### src/lex_pkg.sv
package lex_pkg;

    // width of a number token's value
    localparam int VALUE_BITS = 31;

    // records held between the classifier and the emitter
    localparam int QUEUE_DEPTH = 4;

    typedef enum logic [2:0] {
        M_IDLE = 3'd0,
        M_NUM  = 3'd1,
        M_NAME = 3'd2,
        M_EQ   = 3'd3,
        M_GT   = 3'd4,
        M_LT   = 3'd5,
        M_BANG = 3'd6,
        M_HALT = 3'd7
    } t_mode;

    typedef enum logic [2:0] {
        K_EOF  = 3'd0,
        K_EOL  = 3'd1,
        K_NUM  = 3'd2,
        K_NAME = 3'd3,
        K_SYM  = 3'd4,
        K_SYM2 = 3'd5,
        K_ERR  = 3'd6
    } t_kind;

    typedef struct packed {
        logic [7:0] ch;
        logic       end_of_input;
    } t_in_beat;

    typedef struct packed {
        t_kind                  kind;
        logic [VALUE_BITS-1:0]  value;
        logic                   name_last;
        logic                   last;
    } t_out_beat;

    // one token without its position flag
    typedef struct packed {
        t_kind                  kind;
        logic [VALUE_BITS-1:0]  value;
        logic                   name_last;
    } t_tok;

    // all tokens caused by one input item
    typedef struct packed {
        logic two;
        t_tok tok0;
        t_tok tok1;
    } t_rec;

    typedef struct packed {
        logic full;
        logic empty;
    } t_q_stat;

endpackage

### src/lex_front.sv
module lex_front (
    input  logic             i_clk,
    input  logic             i_rst_n,
    input  logic             i_accept,
    input  lex_pkg::t_in_beat i_beat,
    output logic             o_push,
    output lex_pkg::t_rec    o_rec
);

    localparam int VB = lex_pkg::VALUE_BITS;

    localparam logic [7:0] CH_TAB   = 8'd9;
    localparam logic [7:0] CH_NL    = 8'd10;
    localparam logic [7:0] CH_VT    = 8'd11;
    localparam logic [7:0] CH_FF    = 8'd12;
    localparam logic [7:0] CH_CR    = 8'd13;
    localparam logic [7:0] CH_SPACE = 8'd32;
    localparam logic [7:0] CH_BANG  = 8'd33;
    localparam logic [7:0] CH_PCT   = 8'd37;
    localparam logic [7:0] CH_LPAR  = 8'd40;
    localparam logic [7:0] CH_RPAR  = 8'd41;
    localparam logic [7:0] CH_STAR  = 8'd42;
    localparam logic [7:0] CH_PLUS  = 8'd43;
    localparam logic [7:0] CH_MINUS = 8'd45;
    localparam logic [7:0] CH_SLASH = 8'd47;
    localparam logic [7:0] CH_ZERO  = 8'd48;
    localparam logic [7:0] CH_NINE  = 8'd57;
    localparam logic [7:0] CH_SEMI  = 8'd59;
    localparam logic [7:0] CH_LT    = 8'd60;
    localparam logic [7:0] CH_EQ    = 8'd61;
    localparam logic [7:0] CH_GT    = 8'd62;
    localparam logic [7:0] CH_UC_A  = 8'd65;
    localparam logic [7:0] CH_UC_Z  = 8'd90;
    localparam logic [7:0] CH_LC_A  = 8'd97;
    localparam logic [7:0] CH_LC_Z  = 8'd122;
    localparam logic [7:0] CH_LBRC  = 8'd123;
    localparam logic [7:0] CH_RBRC  = 8'd125;

    localparam logic [VB-1:0] VAL_MAX = {VB{1'b1}};

    lex_pkg::t_mode  r_mode, n_mode;
    logic [VB-1:0]   r_acc,  n_acc;
    logic [7:0]      r_held, n_held;

    logic [7:0]      c;
    logic            eoi;
    logic            is_digit, is_alpha, is_space, is_simple;
    logic            restart;
    logic [VB-1:0]   c_val;
    logic [VB+3:0]   acc_wide;
    logic [VB-1:0]   acc_sat;
    lex_pkg::t_mode  s_mode;
    logic            s_emit;
    lex_pkg::t_tok   s_tok;
    logic            p_emit, sec_emit;
    lex_pkg::t_tok   p_tok, sec_tok;
    logic [7:0]      p_char;

    assign c     = i_beat.ch;
    assign eoi   = i_beat.end_of_input;
    assign c_val = {{(VB-8){1'b0}}, c};

    assign is_digit  = (c >= CH_ZERO) && (c <= CH_NINE);
    assign is_alpha  = ((c >= CH_LC_A) && (c <= CH_LC_Z)) ||
                       ((c >= CH_UC_A) && (c <= CH_UC_Z));
    assign is_space  = (c == CH_SPACE) || (c == CH_TAB) || (c == CH_VT) ||
                       (c == CH_FF) || (c == CH_CR);
    assign is_simple = (c == CH_PLUS) || (c == CH_MINUS) || (c == CH_STAR) ||
                       (c == CH_SLASH) || (c == CH_PCT) || (c == CH_SEMI) ||
                       (c == CH_LPAR) || (c == CH_RPAR) || (c == CH_LBRC) ||
                       (c == CH_RBRC);

    // acc * 10 + digit, saturating
    assign acc_wide = {1'b0, r_acc, 3'b000} + {3'b000, r_acc, 1'b0} +
                      {{(VB-4){1'b0}}, (c - CH_ZERO)};
    assign acc_sat  = (acc_wide > {4'b0000, VAL_MAX}) ? VAL_MAX : acc_wide[VB-1:0];

    // the byte begins a fresh token
    always_comb begin
        restart = 1'b0;
        if (!eoi) begin
            case (r_mode)
                lex_pkg::M_IDLE: restart = 1'b1;
                lex_pkg::M_NUM:  restart = !is_digit;
                lex_pkg::M_NAME: restart = !(is_digit || is_alpha);
                lex_pkg::M_EQ,
                lex_pkg::M_GT,
                lex_pkg::M_LT:   restart = (c != CH_EQ);
                default:         restart = 1'b0;
            endcase
        end
    end

    // classification of a starting byte
    always_comb begin
        s_mode = lex_pkg::M_IDLE;
        s_emit = 1'b0;
        s_tok  = '{kind: lex_pkg::K_EOL, value: '0, name_last: 1'b0};
        if (is_space) begin
            s_mode = lex_pkg::M_IDLE;
        end else if (c == CH_NL) begin
            s_emit = 1'b1;
        end else if (is_digit) begin
            s_mode = lex_pkg::M_NUM;
        end else if (c == CH_EQ) begin
            s_mode = lex_pkg::M_EQ;
        end else if (c == CH_GT) begin
            s_mode = lex_pkg::M_GT;
        end else if (c == CH_LT) begin
            s_mode = lex_pkg::M_LT;
        end else if (c == CH_BANG) begin
            s_mode = lex_pkg::M_BANG;
        end else if (is_simple) begin
            s_emit = 1'b1;
            s_tok  = '{kind: lex_pkg::K_SYM, value: c_val, name_last: 1'b0};
        end else if (is_alpha) begin
            s_mode = lex_pkg::M_NAME;
        end else begin
            s_mode = lex_pkg::M_HALT;
            s_emit = 1'b1;
            s_tok  = '{kind: lex_pkg::K_ERR, value: c_val, name_last: 1'b0};
        end
    end

    // next state
    always_comb begin
        n_mode = r_mode;
        n_acc  = r_acc;
        n_held = r_held;
        if (r_mode != lex_pkg::M_HALT) begin
            if (eoi) begin
                n_mode = lex_pkg::M_IDLE;
            end else if (restart) begin
                n_mode = s_mode;
                if (is_digit) begin
                    n_acc = {{(VB-8){1'b0}}, (c - CH_ZERO)};
                end
                if (is_alpha) begin
                    n_held = c;
                end
            end else begin
                case (r_mode)
                    lex_pkg::M_NUM:  n_acc  = acc_sat;
                    lex_pkg::M_NAME: n_held = c;
                    default:         n_mode = lex_pkg::M_IDLE;
                endcase
            end
        end
    end

    always_comb begin
        case (r_mode)
            lex_pkg::M_EQ: p_char = CH_EQ;
            lex_pkg::M_GT: p_char = CH_GT;
            default:       p_char = CH_LT;
        endcase
    end

    // tokens caused by this item
    always_comb begin
        p_emit   = 1'b0;
        p_tok    = '{kind: lex_pkg::K_EOF, value: '0, name_last: 1'b0};
        sec_emit = 1'b0;
        sec_tok  = '{kind: lex_pkg::K_EOF, value: '0, name_last: 1'b0};
        case (r_mode)
            lex_pkg::M_NUM: begin
                p_emit = eoi || !is_digit;
                p_tok  = '{kind: lex_pkg::K_NUM, value: r_acc, name_last: 1'b0};
            end
            lex_pkg::M_NAME: begin
                p_emit = 1'b1;
                p_tok  = '{kind: lex_pkg::K_NAME,
                           value: {{(VB-8){1'b0}}, r_held},
                           name_last: eoi || !(is_alpha || is_digit)};
            end
            lex_pkg::M_EQ,
            lex_pkg::M_GT,
            lex_pkg::M_LT: begin
                p_emit = 1'b1;
                p_tok  = '{kind: (!eoi && (c == CH_EQ)) ? lex_pkg::K_SYM2 : lex_pkg::K_SYM,
                           value: {{(VB-8){1'b0}}, p_char}, name_last: 1'b0};
            end
            lex_pkg::M_BANG: begin
                p_emit = 1'b1;
                p_tok  = '{kind: lex_pkg::K_SYM2,
                           value: {{(VB-8){1'b0}}, CH_BANG}, name_last: 1'b0};
            end
            default: p_emit = 1'b0;
        endcase
        if (r_mode != lex_pkg::M_HALT) begin
            if (eoi) begin
                sec_emit = 1'b1;
            end else if (restart) begin
                sec_emit = s_emit;
                sec_tok  = s_tok;
            end
        end
    end

    always_comb begin
        if (p_emit) begin
            o_rec = '{two: sec_emit, tok0: p_tok, tok1: sec_tok};
        end else begin
            o_rec = '{two: 1'b0, tok0: sec_tok, tok1: sec_tok};
        end
    end

    assign o_push = i_accept && (p_emit || sec_emit);

    always_ff @(posedge i_clk) begin
        if (!i_rst_n) begin
            r_mode <= lex_pkg::M_IDLE;
            r_acc  <= '0;
            r_held <= '0;
        end else if (i_accept) begin
            r_mode <= n_mode;
            r_acc  <= n_acc;
            r_held <= n_held;
        end
    end

endmodule

### src/lex_queue.sv
module lex_queue (
    input  logic             i_clk,
    input  logic             i_rst_n,
    input  logic             i_push,
    input  lex_pkg::t_rec    i_rec,
    input  logic             i_pop,
    output lex_pkg::t_rec    o_rec,
    output lex_pkg::t_q_stat o_stat
);

    localparam int DEPTH = lex_pkg::QUEUE_DEPTH;
    localparam int PW    = $clog2(DEPTH);
    localparam int CW    = $clog2(DEPTH + 1);

    lex_pkg::t_rec r_mem [DEPTH];
    logic [PW-1:0] r_wr, r_rd;
    logic [CW-1:0] r_cnt;
    logic          do_push, do_pop;

    assign o_stat.full  = (r_cnt == CW'(DEPTH));
    assign o_stat.empty = (r_cnt == '0);
    assign do_push      = i_push && !o_stat.full;
    assign do_pop       = i_pop && !o_stat.empty;
    assign o_rec        = r_mem[r_rd];

    always_ff @(posedge i_clk) begin
        if (do_push) begin
            r_mem[r_wr] <= i_rec;
        end
    end

    always_ff @(posedge i_clk) begin
        if (!i_rst_n) begin
            r_wr  <= '0;
            r_rd  <= '0;
            r_cnt <= '0;
        end else begin
            if (do_push) begin
                r_wr <= (r_wr == PW'(DEPTH - 1)) ? '0 : r_wr + 1'b1;
            end
            if (do_pop) begin
                r_rd <= (r_rd == PW'(DEPTH - 1)) ? '0 : r_rd + 1'b1;
            end
            case ({do_push, do_pop})
                2'b10:   r_cnt <= r_cnt + 1'b1;
                2'b01:   r_cnt <= r_cnt - 1'b1;
                default: r_cnt <= r_cnt;
            endcase
        end
    end

endmodule

### src/lex_back.sv
module lex_back (
    input  logic              i_clk,
    input  logic              i_rst_n,
    input  lex_pkg::t_rec     i_rec,
    input  lex_pkg::t_q_stat  i_stat,
    output logic              o_pop,
    output logic              o_valid,
    output lex_pkg::t_out_beat o_beat,
    input  logic              i_stall
);

    logic               r_valid, n_valid;
    logic               r_pend,  n_pend;
    lex_pkg::t_out_beat r_beat;
    lex_pkg::t_tok      r_tok1;
    logic               load;

    // output register free or being taken
    assign load  = !r_valid || !i_stall;
    assign o_pop = load && !r_pend && !i_stat.empty;

    always_comb begin
        n_valid = r_valid;
        n_pend  = r_pend;
        if (load) begin
            if (r_pend) begin
                n_valid = 1'b1;
                n_pend  = 1'b0;
            end else if (!i_stat.empty) begin
                n_valid = 1'b1;
                n_pend  = i_rec.two;
            end else begin
                n_valid = 1'b0;
            end
        end
    end

    always_ff @(posedge i_clk) begin
        if (!i_rst_n) begin
            r_valid <= 1'b0;
            r_pend  <= 1'b0;
        end else begin
            r_valid <= n_valid;
            r_pend  <= n_pend;
        end
    end

    always_ff @(posedge i_clk) begin
        if (load) begin
            if (r_pend) begin
                r_beat <= '{kind: r_tok1.kind, value: r_tok1.value,
                            name_last: r_tok1.name_last, last: 1'b1};
            end else if (!i_stat.empty) begin
                r_beat <= '{kind: i_rec.tok0.kind, value: i_rec.tok0.value,
                            name_last: i_rec.tok0.name_last, last: !i_rec.two};
                r_tok1 <= i_rec.tok1;
            end
        end
    end

    assign o_valid = r_valid;
    assign o_beat  = r_beat;

endmodule

### src/statement_lexer.sv
// channel   direction  handshake                      beat
// in        input      i_in_valid / o_in_stall        ch, end_of_input
// out       output     o_out_valid / i_out_stall      kind, value, name_last, last
//
// an item is taken every cycle while the queue is not full; one that gives
// two tokens is split by the emitter into two output beats, the second marked last
// the first token is written into the queue when its item is taken, then loaded
// into the output register once that register is free or being taken
// reset is synchronous, active low: mode idle, accumulator, held char, queue clear
// the input stalls only when the four-record queue is full
module statement_lexer (
    input  logic               i_clk,
    input  logic               i_rst_n,
    input  logic               i_in_valid,
    input  lex_pkg::t_in_beat  i_in_data,
    output logic               o_in_stall,
    output logic               o_out_valid,
    output lex_pkg::t_out_beat o_out_data,
    input  logic               i_out_stall
);

    // handshake on the input side
    logic             in_accept;
    // classifier to queue
    logic             push;
    lex_pkg::t_rec    push_rec;
    // queue to emitter
    logic             pop;
    lex_pkg::t_rec    head_rec;
    lex_pkg::t_q_stat q_stat;

    // input is held back only by a full queue, never by the output side directly
    assign o_in_stall = q_stat.full;
    assign in_accept  = i_in_valid && !o_in_stall;

    // front: mode tracking, number accumulation, name hold-back, token building
    lex_front u_front (
        .i_clk    (i_clk),
        .i_rst_n  (i_rst_n),
        .i_accept (in_accept),
        .i_beat   (i_in_data),
        .o_push   (push),
        .o_rec    (push_rec)
    );

    // short queue of per-item token records, so each side stalls on its own
    lex_queue u_queue (
        .i_clk    (i_clk),
        .i_rst_n  (i_rst_n),
        .i_push   (push),
        .i_rec    (push_rec),
        .i_pop    (pop),
        .o_rec    (head_rec),
        .o_stat   (q_stat)
    );

    // back: splits a record into one or two output beats and marks the last
    lex_back u_back (
        .i_clk    (i_clk),
        .i_rst_n  (i_rst_n),
        .i_rec    (head_rec),
        .i_stat   (q_stat),
        .o_pop    (pop),
        .o_valid  (o_out_valid),
        .o_beat   (o_out_data),
        .i_stall  (i_out_stall)
    );

    // the second token of a pair is loaded straight behind the first
    a_pair_follows: assert property (@(posedge i_clk) disable iff (!i_rst_n)
        (o_out_valid && !o_out_data.last) |=> o_out_valid)
        else $error("second beat of a pair missing");

    // end of file always closes its item
    a_eof_last: assert property (@(posedge i_clk) disable iff (!i_rst_n)
        (o_out_valid && (o_out_data.kind == lex_pkg::K_EOF)) |-> o_out_data.last)
        else $error("eof beat not flagged last");

    // only name characters carry the end-of-name flag
    a_name_flag: assert property (@(posedge i_clk) disable iff (!i_rst_n)
        (o_out_valid && o_out_data.name_last) |-> (o_out_data.kind == lex_pkg::K_NAME))
        else $error("name_last on a non-name beat");

    // a record is never pushed while the queue refuses it
    a_no_lost_push: assert property (@(posedge i_clk) disable iff (!i_rst_n)
        push |-> !q_stat.full)
        else $error("token record pushed into a full queue");

endmodule

### config.mk
export PLATFORM = sky130hd
export DESIGN_NAME = statement_lexer
export DESIGN_NICKNAME = d
export VERILOG_FILES = /design/src/lex_pkg.sv /design/src/lex_front.sv /design/src/lex_queue.sv /design/src/lex_back.sv /design/src/statement_lexer.sv
export SDC_FILE = /design/constraint.sdc
export NUM_CORES = 1
export LEC_CHECK = 0
export BUFFER_PORTS_ARGS = -buffer_cell sky130_fd_sc_hd__buf_2
export CAP_MARGIN = 20
export CELL_PAD_IN_SITES_DETAIL_PLACEMENT = 2
export CELL_PAD_IN_SITES_GLOBAL_PLACEMENT = 2
export CORE_AREA = 2 2 170 172
export CTS_BUF_LIST = sky130_fd_sc_hd__clkbuf_8
export CTS_CLUSTER_SIZE = 20
export DETAILED_ROUTE_END_ITERATION = 10
export DIE_AREA = 0 0 172 174
export PLACE_DENSITY_LB_ADDON = 0.1
export SLEW_MARGIN = 20
export SYNTH_ARGS = -nofsm -noshare
export SYNTH_HDL_FRONTEND = slang
export SYNTH_SLANG_ARGS = --single-unit
export TNS_END_PERCENT = 10
### constraint.sdc
create_clock -name i_clk -period 7.8 [get_ports i_clk]
set_input_delay 1.17 -clock i_clk [delete_from_list [all_inputs] [get_ports i_clk]]
set_output_delay 1.17 -clock i_clk [all_outputs]
set_load 0.005 [all_outputs]
# --- Yosys cells after proc, flatten, opt, wreduce, memory -nomap -nowiden ---
# Memory sizes are Yosys's and may differ from the RTL's. A register that Yosys moved wholly into a read port is not among the register bits.
# Cells that the tools add are included.
classes:
  muxes: 63
  bitwise: 3
  addsub: 7
  n_reduce_logical: 51
  order_cmp: 7
  n_div: 0
  n_mul: 0
  eq_ne: 37
  shifts: 0
ops:
  columns: ["operator", "n"]
  rows:
  - ["2-to-1 mux 35 bit", 12]
  - ["case mux 35 bit (4 select lines)", 1]
  - ["2-to-1 mux 31 bit", 4]
  - ["equality test 8 x 6 -> 1 bit, second input constant", 13]
  - ["2-to-1 mux 36 bit", 2]
  - ["2-to-1 mux 71 bit", 1]
  - ["equality test 8 x 4 -> 1 bit, second input constant", 5]
  - ["2-to-1 mux 3 bit", 12]
  - ["adder 34 x 32 -> 35 bit", 1]
  - ["adder 35 x 8 -> 35 bit", 1]
  - ["> comparator 35 x 31 -> 1 bit, second input constant", 1]
  - ["2-to-1 mux 8 bit", 3]
  - ["2-to-1 mux 1 bit", 20]
  - ["logical OR 1 bit", 19]
  - ["equality test 8 x 7 -> 1 bit, second input constant", 2]
  - ["greater-or-equal comparator 8 x 7 -> 1 bit, second input constant", 2]
  - ["<= comparator 8 x 7 -> 1 bit, second input constant", 2]
  - ["equality test 3 bit, second input constant", 4]
  - ["logical AND 1 bit", 10]
  - ["AND reduction 5 bit", 2]
  - ["logical NOT 1 bit", 9]
  - ["greater-or-equal comparator 8 x 6 -> 1 bit, second input constant", 1]
  - ["<= comparator 8 x 6 -> 1 bit, second input constant", 1]
  - ["2-to-1 mux 2 bit", 4]
  - ["other kinds (25)", 36]
word_totals:
  word_cells: 184
  latch_bits: 0
  inputBits: 13
  register_bits: 122
  mem_bits_ro: 0
  output_inout_bits: 38
  mem_count: 1
  mem_bits_rw: 284
mem_list:
  columns: ["memory", "depth", "word_bits", "read_ports", "rd_ports_with_merged_regs", "wr", "line", "text"]
  rows:
  - ["u_queue.r_mem", 4, 71, 1, 1, 1, "lex_queue.sv:15", "lex_pkg::t_rec r_mem [DEPTH];"]

# --- Logic depth before layout (Yosys ltp) ---
# Gate-level depths: netlist of the first run.
depth:
  ltp_word: 26
  ltp_mapped: 16
  depth_no_buf: 15

# --- Hierarchy ---
# Synthesis of the first run repeated with hierarchy kept, for this count alone.
unflattened:
  hier_cells: 1211
  hier_area_um2: 18803.0
modules_own_cells:
  columns: ["module", "area_per_inst_um2", "seq_area_each_um2", "n_inst", "cells_each"]
  rows:
  - ["lex_queue", 10815.4, 8708.4, 1, 427]
  - ["lex_front", 5292.6, 840.8, 1, 660]
  - ["lex_back", 2681.3, 2172.1, 1, 123]
  - ["statement_lexer", 13.8, 0.0, 1, 1]

# --- Worst setup path before layout of the first run ---
# Ideal clock, no wire load.
synth_path:
  path_kind: "input -> register"
  from: "input port i_in_data[5] (netlist name)"
  to: "register u_front.r_acc[22]"
  path_buffers: 1
  path_slack_ns: 3.183
  arrival_time_ns: 4.497
  setup_ns: 0.120
  required_ns: 7.680
  stages: 15
  path_cell_list: "ha_1 > xor2_1 > fa_1 > inv_1 > ha_1 > o21ai_0 > a211oi_1 > a211o_1 > a221o_1 > a21boi_1 > xor2_1 > o2111ai_2 > and2_4 > buf_6 > a211o_1"
synth_between:
  elab_chain_cells: 9
  elab_cells_between_ends: 25
  cone_classes: "2 x add/sub; 7 x order compare; 2 x eq/ne; 5 x mux; 9 x reduce/logical"
synth_rtl:
  columns: ["item", "line", "text"]
  rows:
  - ["start, declared", "statement_lexer.sv:15", "input lex_pkg::t_in_beat i_in_data,"]
  - ["branches (longest 9 deep; another with adder 35 x 8 -> 35 bit)", null, null]
  - ["end signal, assigned", "lex_front.sv:217", "r_acc <= n_acc;"]
  - ["end, declared", "lex_front.sv:42", "logic [VB-1:0] r_acc, n_acc;"]
# Several ways; the timed one is not identified. The select of a mux whose other input is x is not followed.
# A chain may end at the register's enable or synchronous reset.

# --- Worst setup path in the final report of the first run ---
layout_path:
  from: "input port i_in_data[6] (netlist name)"
  to: "register u_queue.r_cnt[2]"
layout_between:
  elab_chain_cells: 26
  elab_cells_between_ends: 70
  cone_classes: "6 x order compare; 23 x eq/ne; 16 x mux; 25 x reduce/logical"
layout_rtl:
  columns: ["item", "line", "text"]
  rows:
  - ["equality test 8 x 6 -> 1 bit", "lex_front.sv:68", "assign is_simple = (c == CH_PLUS) || (c == CH_MINUS) || (c == CH_STAR) ||"]
  - ["logical OR 1 bit (3 in series)", "lex_front.sv:68", null]
  - ["logical OR 1 bit (3 in series)", "lex_front.sv:69", "(c == CH_SLASH) || (c == CH_PCT) || (c == CH_SEMI) ||"]
  - ["logical OR 1 bit (3 in series)", "lex_front.sv:70", "(c == CH_LPAR) || (c == CH_RPAR) || (c == CH_LBRC) ||"]
  - ["2-to-1 mux 1 bit", "lex_front.sv:113", "end else if (is_simple) begin"]
  - ["2-to-1 mux 1 bit", "lex_front.sv:111", "end else if (c == CH_BANG) begin"]
  - ["2-to-1 mux 1 bit", "lex_front.sv:109", "end else if (c == CH_LT) begin"]
  - ["2-to-1 mux 1 bit", "lex_front.sv:107", "end else if (c == CH_GT) begin"]
  - ["[... 4 more ...]", null, null]
  - ["2-to-1 mux 1 bit", "lex_front.sv:193", "end else if (restart) begin"]
  - ["2-to-1 mux 1 bit", "lex_front.sv:191", "if (eoi) begin"]
  - ["2-to-1 mux 1 bit", "lex_front.sv:190", "if (r_mode != lex_pkg::M_HALT) begin"]
  - ["logical OR 1 bit (*)", "lex_front.sv:208", "assign o_push = i_accept && (p_emit || sec_emit);"]
  - ["logical AND 1 bit (*)", "lex_front.sv:208", null]
  - ["logical AND 1 bit (*)", "lex_queue.sv:22", "assign do_push = i_push && !o_stat.full;"]
  - ["equality test 2 x 1 -> 1 bit or equality test 2 bit (tied branches)", "lex_queue.sv:44", "case ({do_push, do_pop})"]
  - ["case mux 3 bit (2 select lines) or nonzero test 2 bit (tied branches)", null, null]
  - ["end signal, assigned", "lex_queue.sv:45", "2'b10: r_cnt <= r_cnt + 1'b1;"]
  - ["end signal, assigned", "lex_queue.sv:46", "2'b01: r_cnt <= r_cnt - 1'b1;"]
  - ["end signal, assigned", "lex_queue.sv:47", "default: r_cnt <= r_cnt;"]
  - ["end, declared", "lex_queue.sv:17", "logic [CW-1:0] r_cnt;"]
# Mark *: on every way between the ends. The rest lies on a longest branch, timed or not.

==> metrics, run 1 <==
status finished, final reports clean; crit-path cells buf_2 > inv_1 > ha_1 > and2_1 > a311o_1 > a211oi_1 > o31ai_1 > a31oi_1 > a41o_1 > o21a_1 > inv_1 > ha_1 > fa_1 > xnor2_1 > or3_1 > a21boi_0; reg-to-reg endpoint u_queue.r_cnt[2]; ys flop type edfxtp_1; Pwr Total ~4700 uW; drt wl/cell 34.0 um; kind of critical path in2reg; depth of the most critical reg-to-reg path 11; TritonCTS Buffers 46; final RePlAce weighted congestion about 0.81; WHS Endpoint u_front.r_held[4]; WL final 52.2 mm; largest fanout on the critical path 9; RR Startpoint u_front.r_mode[1]; commonest cells after routing, fill and taps aside 235 x edfxtp_1, 77 x nand2_1, 68 x ha_1, 54 x o21ai_0; die extent in y 174 um; # fillers 2654; worst path bufs/invs 3; Vias slightly above 10k; most common cell after layout, fill and taps aside edfxtp_1; syn_nets about 1.1k; CTS Hold Buffers Added 0; Max Slew Vio Count 0; port buffer count 50; endpoint type of the worst setup path flop; worst-margin pin slew between 1 and 1.5 ns; largest net degree at the start of global routing 48; Starting Density 0.494; drt drc 0; layout cells sized above 1 0.169; DRT Pass-1 Iters 5; Detailed Place HPWL 31.4 mm; I/O pins 51; synthesized area ~0.014 mm^2; VDD IR-drop max between 0.15 and 0.2 mV; CP Data Arrival Time 5.87 ns; crit path max-delay cell type o21a_1; synthesis-to-finish area growth 10.9%; floorplan row count 62; fmax between 150 and 200 MHz; first-pass GRT wire length 76.3 mm; htree depth 2; Final min period 5.43 ns; # nets final 1199; cts repair resizes 0; Hold Startpoint u_front.r_held[4]; antenna violations before repair 3; Setup Skew 0.0301 ns; Seq/Total Area, Yosys 0.582; Lkg Pwr 0.00586 uW; Mapped Cells 1053; final setup TNS 0 ns; synth unique cells 66; clk slew on worst S/H paths 0.07 ns; clock buffer depth 3; max-capacitance violation count 0; Horiz. Die Dim about 170 um; Crit path largest cell delay 0.51 ns; post-CTS setup buffer count 0; reg-to-reg slack, setup 3.15 ns; clock latency at the later pin of the worst-skew pair between 0.5 and 0.6 ns; Area contributors post-synth edfxtp_1 51%, dfxtp_1 7.6%, mux4_2 7.6%; GRT Util Overall 0.351; clk root buf clkbuf_8; worst hold path class reg2reg; Final ANT Viol Nets 0; gr ovfl total 0; Synth Register Bits ~290; crit share post-route 0.696; CP Data Required Time 8.24 ns; Async SR Flop Fraction 0; Yosys Warn Count 0; pwr/cell area 305 mW/mm^2; worst relative slew slack 0.254; die area 0.0299 mm^2; finished layout cell area 0.0155 mm^2; vias per inst around 6.6; Syn Area/Cell approximately 13 um^2; Core Area 0.0282 mm^2; multi-input logic area roughly 0.0055 mm^2; largest area contributor in the netlist edfxtp_1; Reg area just over 0.008 mm^2; CTS tree done; Hold Crit Depth 2; startpoint types primary input; drt first-iter violations 1098; Synth top area share 0.506; number of global-route vias before repair 10.8k; RSZ-0062 raised after global routing false; # setup viols final 0; Top delay family on crit path compound AO/OA/AOI/OAI gates; EDFF count, synth 235; clk sinks 288; placed inst area 0.0146 mm^2; Final Hold Viols 0
## sequential cells by signal (all words and copies together) (netlist names), named ones only
signal and flops:
u_queue.r_mem 188, u_back.o_beat 36, u_front.r_acc 31, u_back.r_tok1 11, u_front.r_held 8, u_front.r_mode 3, u_queue.r_cnt 3, u_queue.r_rd 2
u_queue.r_wr 2, u_back.o_valid 1, u_back.r_pend 1
## synth_stat cells (4+ instances only)
master	count
xor2_1	12
fa_1	7
nand3_1	28
nand2_1	77
o21ai_0	54
dfxtp_1	53
nor2_1	41
a22oi_1	5
a211oi_1	11
and2_1	44
a21boi_0	10
nand2b_1	7
mux2_2	12
a31oi_1	12
a221o_1	17
o21a_1	8
a21o_1	15
a21oi_1	39
inv_1	32
and3_1	12
buf_1	6
nor3_1	26
mux2i_1	7
o31ai_1	7
nand4_1	5
clkbuf_1	35
o41ai_1	4
nor2b_1	37
xnor2_1	17
buf_2	9
or3_1	4
mux4_2	47
ha_1	68
edfxtp_1	235
## kinds of logic (layout without fill, tap and decap cells)
group	count (synthesis)	count (layout)	synth area share
adder cells (fa/ha/maj)	75	75	0.0711
flip-flops	288	288	0.582
multiplexers	66	66	0.0906
other	0	1	0
AO/OA/AOI/OAI	219	219	0.107
XOR/XNOR	29	29	0.0182
buffers and inverters	84	180	0.0242
AND/OR/NAND/NOR	292	292	0.106
## layout make-up
cell class,instances,area share
clock inverter,34,0.0108
tap,384,0.0311
timing repair buffer,62,0.0220
clock buffer,52,0.0463
inverter,32,0.00777
antenna,1,0.000162
multi-input combinational,681,0.357
sequential,288,0.525
## worst max path at each step
stage | startpoint | endpoint | cells after the start
after floorplan | i_in_data[5] | u_front.r_acc[22] | 15
after global placement | i_in_data[5] | u_front.r_acc[0] | 15
after detailed placement | i_in_data[5] | u_front.r_acc[0] | 15
after CTS | i_in_data[6] | u_queue.r_cnt[2] | 16
after global routing | i_in_data[6] | u_queue.r_cnt[2] | 16
final | i_in_data[6] | u_queue.r_cnt[2] | 16
## report_power, final
| group | switching (uW) | internal (uW) | leakage [uW] |
|---|---|---|---|
| Clock | 697 | 647 | 0.000526 |
| Sequential | 226 | 2030 | 0.00263 |
| Combinational | 665 | 457 | 0.00271 |
## per-layer routing
metal  wire [um]  global-route usage  up-vias
li1            -                   -     4153
met1       21300               0.472     5328
met2       25300               0.582      530
met3        3730              0.0601      145
met4        1800               0.111        4
met5          31                   0        -
## per-stage QoR
| step | hold slack [ns] | cells | worst slack, ns | util |
|---|---|---|---|---|
| 2_1_floorplan | 0.410 | 1053 | 3.18 | - |
| 3_3_place_gp | 0.422 | 1447 | 2.30 | 0.516 |
| 3_5_place_dp | 0.425 | 1447 | 2.22 | 0.516 |
| 4_1_cts | 0.463 | 1533 | 2.55 | 0.547 |
| 5_1_grt | 0.508 | 1533 | 2.33 | 0.548 |
| 6_report | 0.458 | 1534 | 2.37 | 0.548 |
## worst reg2reg max path, stage by stage (launching register included)
cell,delay [ns]
dfxtp_1,0.91
inv_1,0.35
o31ai_1,0.62
a31oi_1,0.24
a41o_1,0.35
o21a_1,0.40
inv_1,0.24
ha_1,0.29
fa_1,0.27
xnor2_1,0.14
or3_1,0.35
a21boi_0,0.37
Power figures use the tool's default switching activity.
==> run 2, diff against run 1 <==
Settings changed: CORE_AREA 2 2 170 172 to 2 2 186 188, DIE_AREA 0 0 172 174 to 0 0 188 190.
Clock period 7.8 ns to 4.4 ns, I/O delays scaled along.
==> run 2 against run 1 <==
Net effect: combinational power grew 71%; largest cell class unchanged; utilization shrank 7.7 points; sequential cell count is the same; routed wire length shrank 21%; die area grew 19%.
==> metrics, run 2 (synthesis gave the netlist of run 1 again) <==
status finished, final reports clean; most common cell after layout, fill and taps aside edfxtp_1; TritonCTS Buffers 48 (+4.3%); fmax 253 MHz; post-CTS setup buffer count 0 (unchanged); Clk pwr share 0.297 (+0.012); WL final 41.3 mm (-21%); worst path bufs/invs 4 (+1); Hold Crit Depth 2 (unchanged); CTS tree done; RR Startpoint u_front.r_acc[1]; CP Data Required Time 4.87 ns (-3.37 ns); placed inst area 0.0150 mm^2 (+2.6%); clk sinks 288 (unchanged); Pwr Total 8200 uW (+74%); VDD IR-drop max 0.463 mV (+180%); largest net degree at the start of global routing 48 (unchanged); WHS Endpoint u_front.r_held[7]; Detailed Place HPWL 28.4 mm (-9.5%); Core Area 0.0339 mm^2 (+20%); clock latency at the later pin of the worst-skew pair 0.59 ns (about the same); drt wl/cell 25.2 um (-26%); crit path max-delay cell type a211oi_1; n_diodes 0 (-1); clk slew on worst S/H paths 0.06 ns (about the same); clk root buf clkbuf_8; commonest cells after routing, fill and taps aside 235 x edfxtp_1, 77 x nand2_1, 68 x ha_1, 55 x clkbuf_8, 54 x o21ai_0; drt drc 0 (unchanged); floorplan row count 68 (+9.7%); first-pass GRT wire length 64.0 mm (-16%); Final ANT Viol Nets 0 (unchanged); max-capacitance violation count 0 (unchanged); Horiz. Die Dim 188 um (+9.3%); htree depth 2 (unchanged); drt first-iter violations 438 (-60%); vias per inst 5.60 (-15%); pwr/cell area 514 mW/mm^2 (+68%); Comb pwr share 0.234 (-0.004); Hold Startpoint u_front.r_held[7]; dpl ws -0.0883 ns (-2.31 ns); I/O pins 51 (unchanged); crit-path cells buf_2 > inv_1 > buf_4 > ha_1 > and2_1 > a311o_1 > a211oi_1 > o31ai_1 > a31oi_1 > a41o_1 > o21a_1 > inv_1 > ha_1 > fa_1 > xnor2_1 > or3_1 > a21boi_0; clock buffer depth 3 (unchanged); Final Util 0.470 (-0.0773); sequential share of power 0.469 (-0.009); antenna violations before repair 1 (-2); synthesis-to-finish area growth 14.5%; GRT Util Overall 0.237 (-0.114); port buffer count 50 (unchanged); # nets final 1232 (+2.8%); Largest Register u_queue.r_mem; Reg area 0.00812 mm^2 (unchanged); Crit path largest cell delay 0.41 ns (-0.10 ns); max reg flops 188 (unchanged); # fillers 3292 (+24%); reg-to-reg slack, setup 0.55 ns (-2.60 ns); largest fanout on the critical path 3 (-6); CP Data Arrival Time 4.42 ns (-1.45 ns); cts repair resizes 0 (unchanged); die area 0.0357 mm^2 (+19%); Int Power 5780 uW (+85%); Max Slew Vio Count 0 (unchanged); # setup viols final 0 (unchanged); number of global-route vias before repair 10.0k (-6.9%); worst relative slew slack 0.320 (+0.0666); Starting Density 0.411 (-0.0831); finished layout cell area 0.0160 mm^2 (+3.3%); layout cells sized above 1 0.202 (+0.0330); Vias 9178 (-9.7%); Worst Slack Setup Final 0.445 ns (-1.93 ns); net switching share of the total power 0.295 (-0.0414); Setup Skew 0.0424 ns (+0.0123 ns); DRT Pass-1 Iters 4 (-1); endpoint type of the worst setup path flop; Lkg Pwr 0.00607 uW (+3.6%); Top delay family on crit path compound AO/OA/AOI/OAI gates; startpoint types primary input; worst hold path class reg2reg; depth of the most critical reg-to-reg path 14 (+3); kind of critical path in2reg; RSZ-0062 raised after global routing false; Final min period roughly 4.0 ns; Net Switching 2420 uW (+52%); reg-to-reg endpoint u_front.r_acc[4]; final RePlAce weighted congestion 0.773 (-4.8%); multi-input logic area 0.00551 mm^2 (-0.11%); CTS Hold Buffers Added 0 (unchanged); crit share post-route 0.899; gr ovfl total 0 (unchanged); worst-margin pin slew 1.02 ns (-0.0974 ns); die extent in y 190 um (+9.2%); Final Hold Viols 0 (unchanged)
[run 2: metrics by stage]
stage	setup TNS, ns	cells	hold slack, ns
global route	0	1639	0.467
detailed placement	-0.589	1548	0.436
CTS	0	1638	0.422
global placement	0	1548	0.421
floorplan	0	1053	0.410
finish	0	1639	0.447
[run 2: how the worst max path moves through the flow]
stage / startpoint / end / slack [ns] / depth (start not counted)
2_1_floorplan: i_in_data[5] / u_front.r_acc[22] / 0.29 / 15
3_3_place_gp: i_in_data[5] / u_front.r_acc[0] / 0.01 / 15
3_5_place_dp: i_in_data[6] / u_queue.r_cnt[2] / -0.09 / 17
4_1_cts: u_front.r_acc[1] / u_front.r_acc[0] / 0.49 / 13
5_1_grt: i_in_data[6] / u_queue.r_cnt[2] / 0.19 / 17
6_report: i_in_data[6] / u_queue.r_cnt[2] / 0.44 / 17
[run 2: power by group through the flow]
stage               Combinational [uW]  Sequential [uW]  Clock (uW)
floorplan                         1180             3780           0
global placement                  1690             3940           0
detailed placement                1790             4000           0
CTS                               1840             3960        2510
global route                      2080             3900        2620
finish                            1920             3850        2440
[run 2: per-layer routing]
metal | vias up | routed length [um] | part of all wire | global-route usage
met3 | 42 | 1050 | 0.025 | 0.0291
met2 | 132 | 20100 | 0.49 | 0.398
met5 | - | 0 | 0 | 0
li1 | 4216 | - | - | -
met1 | 4788 | 19400 | 0.47 | 0.330
met4 | 0 | 634 | 0.015 | 0.0557
[run 2: layout make-up]
| cell class | instances | share of cell area |
|---|---|---|
| repair buffers | 93 | 0.0411 |
| clock buffers | 55 | 0.0474 |
| inverters | 32 | 0.00752 |
| flip-flops and latches | 288 | 0.509 |
| clock inverters | 35 | 0.0146 |
| well taps | 455 | 0.0356 |
| multi-input cells | 681 | 0.345 |
[run 2: worst register-to-register path: stages (launching register included)]
cell and delay, ns:
dfxtp_1 0.43, inv_1 0.09, fa_1 0.50, inv_1 0.04, ha_1 0.35, nor2b_1 0.17
o31ai_1 0.38, a31oi_1 0.24, o211ai_1 0.28, a31oi_1 0.15, a21oi_1 0.26, o2111ai_2 0.27
buf_4 0.26, nor4_1 0.25, a311oi_1 0.07
==> run 3, diff against run 2 <==
Settings changed: REMOVE_ABC_BUFFERS from default to 1.
==> run 3 against run 2 <==
Net effect: count of clock-buffer cells in the layout down 1; final area fell by 0.70%; highest routed layer unchanged; register-to-register slack about the same; utilization shrank 0.33 points; critical path depth shrank 1; clock skew fell by 0.016 ns; largest power group unchanged; worst setup slack improved by 0.096 ns.
==> metrics, run 3 (synthesis gave the netlist of run 1 again) <==
Final ANT Viol Nets 0 (unchanged); dpl ws -0.0704 ns (+0.0179 ns); TritonCTS Buffers 46 (-4.2%); first-pass GRT wire length 61.7 mm (-3.6%); largest fanout on the critical path 12 (+9); clk sinks 288 (unchanged); htree depth 2 (unchanged); post-CTS setup buffer count 0 (unchanged); Setup Skew 0.0266 ns (-0.0158 ns); floorplan row count 68 (unchanged); vias per inst 5.58 (-0.30%); crit-path cells buf_2 > ha_1 > xor2_1 > fa_1 > inv_1 > ha_1 > o21ai_0 > a211oi_1 > a211o_1 > a221o_1 > a21boi_1 > xor2_1 > o2111ai_2 > buf_4 > nor4_1 > a311oi_1; DRT Pass-1 Iters 5 (+1); max-capacitance violation count 0 (unchanged); Final min period 3.86 ns (-0.0958 ns); Hold Crit Depth 2 (unchanged); Final Hold Viols 0 (unchanged); antenna violations before repair 0 (-1); clk root buf clkbuf_8; I/O pins 51 (unchanged); pwr/cell area 503 mW/mm^2 (-2.1%); max reg flops 188 (unchanged); n_diodes 0 (unchanged); CP Data Required Time 4.84 ns (-0.03 ns); CP Data Arrival Time 4.30 ns (-0.12 ns); reg-to-reg slack, setup 0.56 ns (about the same); cts repair resizes 0 (unchanged); # setup viols final 0 (unchanged); Worst Slack Setup Final 0.540 ns (+0.0958 ns); clock latency at the later pin of the worst-skew pair 0.57 ns (-0.02 ns); most common cell after layout, fill and taps aside edfxtp_1; worst path bufs/invs 3 (-1); drt first-iter violations 503 (+15%); startpoint types primary input; commonest cells after routing, fill and taps aside 235 x edfxtp_1, 77 x nand2_1, 68 x ha_1, 54 x o21ai_0, 54 x clkbuf_8; kind of critical path in2reg; multi-input logic area 0.00551 mm^2 (unchanged); Crit path depth 16 (-1); die area 0.0357 mm^2 (unchanged); die extent in y 190 um (unchanged); drt wl/cell 24.3 um (-3.4%); Crit path largest cell delay 0.46 ns (+0.05 ns); Top delay family on crit path compound AO/OA/AOI/OAI gates; CTS Hold Buffers Added 0 (unchanged); largest net degree at the start of global routing 48 (unchanged); CTS tree done; Horiz. Die Dim 188 um (unchanged); worst hold path class reg2reg; Lkg Pwr 0.00600 uW (-1.2%); Vias 9089 (-0.97%); status finished, final reports clean; drt drc 0 (unchanged); Reg area 0.00812 mm^2 (unchanged); VDD IR-drop max 0.281 mV (-39%); Max Slew Vio Count 0 (unchanged); depth of the most critical reg-to-reg path 14 (unchanged); GRT Util Overall 0.227 (-0.0104); endpoint type of the worst setup path flop; WL final 39.6 mm (-4.1%); Detailed Place HPWL 27.9 mm (-2.0%); Fin Hold WS 0.436 ns (-0.0114 ns); layout cells sized above 1 0.199 (-0.00237); Pwr Total 7970 uW (-2.8%); port buffer count 50 (unchanged); fmax 259 MHz (+2.5%); worst relative slew slack 0.317 (-0.00320); synthesis-to-finish area growth 13.7%; final RePlAce weighted congestion 0.761 (-1.4%); gr ovfl total 0 (unchanged); crit path max-delay cell type fa_1; clk slew on worst S/H paths 0.06 ns (about the same); Largest Register u_queue.r_mem; worst-margin pin slew 1.02 ns (+0.00480 ns); clock buffer depth 3 (unchanged); crit share post-route 0.877 (-0.0218); number of global-route vias before repair 9982 (-0.58%); RSZ-0062 raised after global routing false; Starting Density 0.411 (unchanged); # fillers 3284 (-0.24%); Final Util 0.467 (-0.00328); # nets final 1230 (-0.16%); Core Area 0.0339 mm^2 (unchanged)
-- run 3: metrics by stage --
step | instance area [um^2] | setup TNS (ns) | cells
after detailed placement | 14900 | -0.543 | 1549
after floorplan | 13700 | 0 | 1001
after global placement | 14900 | 0 | 1549
after global routing | 15900 | 0 | 1628
after CTS | 15900 | 0 | 1628
final | 15900 | 0 | 1628
-- run 3: area by class of cell --
| cell class | instances | area share |
|---|---|---|
| Tap cell | 455 | 0.0359 |
| Multi-Input combinational cell | 681 | 0.348 |
| Clock buffer | 54 | 0.0469 |
| Inverter | 32 | 0.00757 |
| Timing Repair Buffer | 93 | 0.0393 |
| Clock inverter | 25 | 0.0106 |
| Sequential cell | 288 | 0.512 |
-- run 3: final timing paths --
kind,startpoint,end
worst max-delay path,i_in_data[5],u_front.r_acc[4]
worst min-delay path,u_front.r_held[7],u_front.r_held[7]
worst max register to register,u_front.r_acc[1],u_front.r_acc[4]
worst min register to register,u_front.r_held[7],u_front.r_held[7]
-- run 3: tightest hold or removal path: stages (launching register included) --
cell     delay, ns
dfxtp_1       0.31
nand2_1       0.06
nor2_1        0.03
-- run 3: power by group --
part / leakage (uW) / internal (uW) / switching [uW] / total [uW]
sequential: 0.00263 / 3590 / 311 / 3900
combinational: 0.00286 / 840 / 938 / 1780
clock: 0.000506 / 1230 / 1060 / 2300
-- run 3: routing by layer --
metal | GRT usage | wire length (um)
met1 | 0.312 | 18200
met2 | 0.388 | 19400
met3 | 0.0286 | 1380
met4 | 0.0445 | 546
met5 | 0 | 0
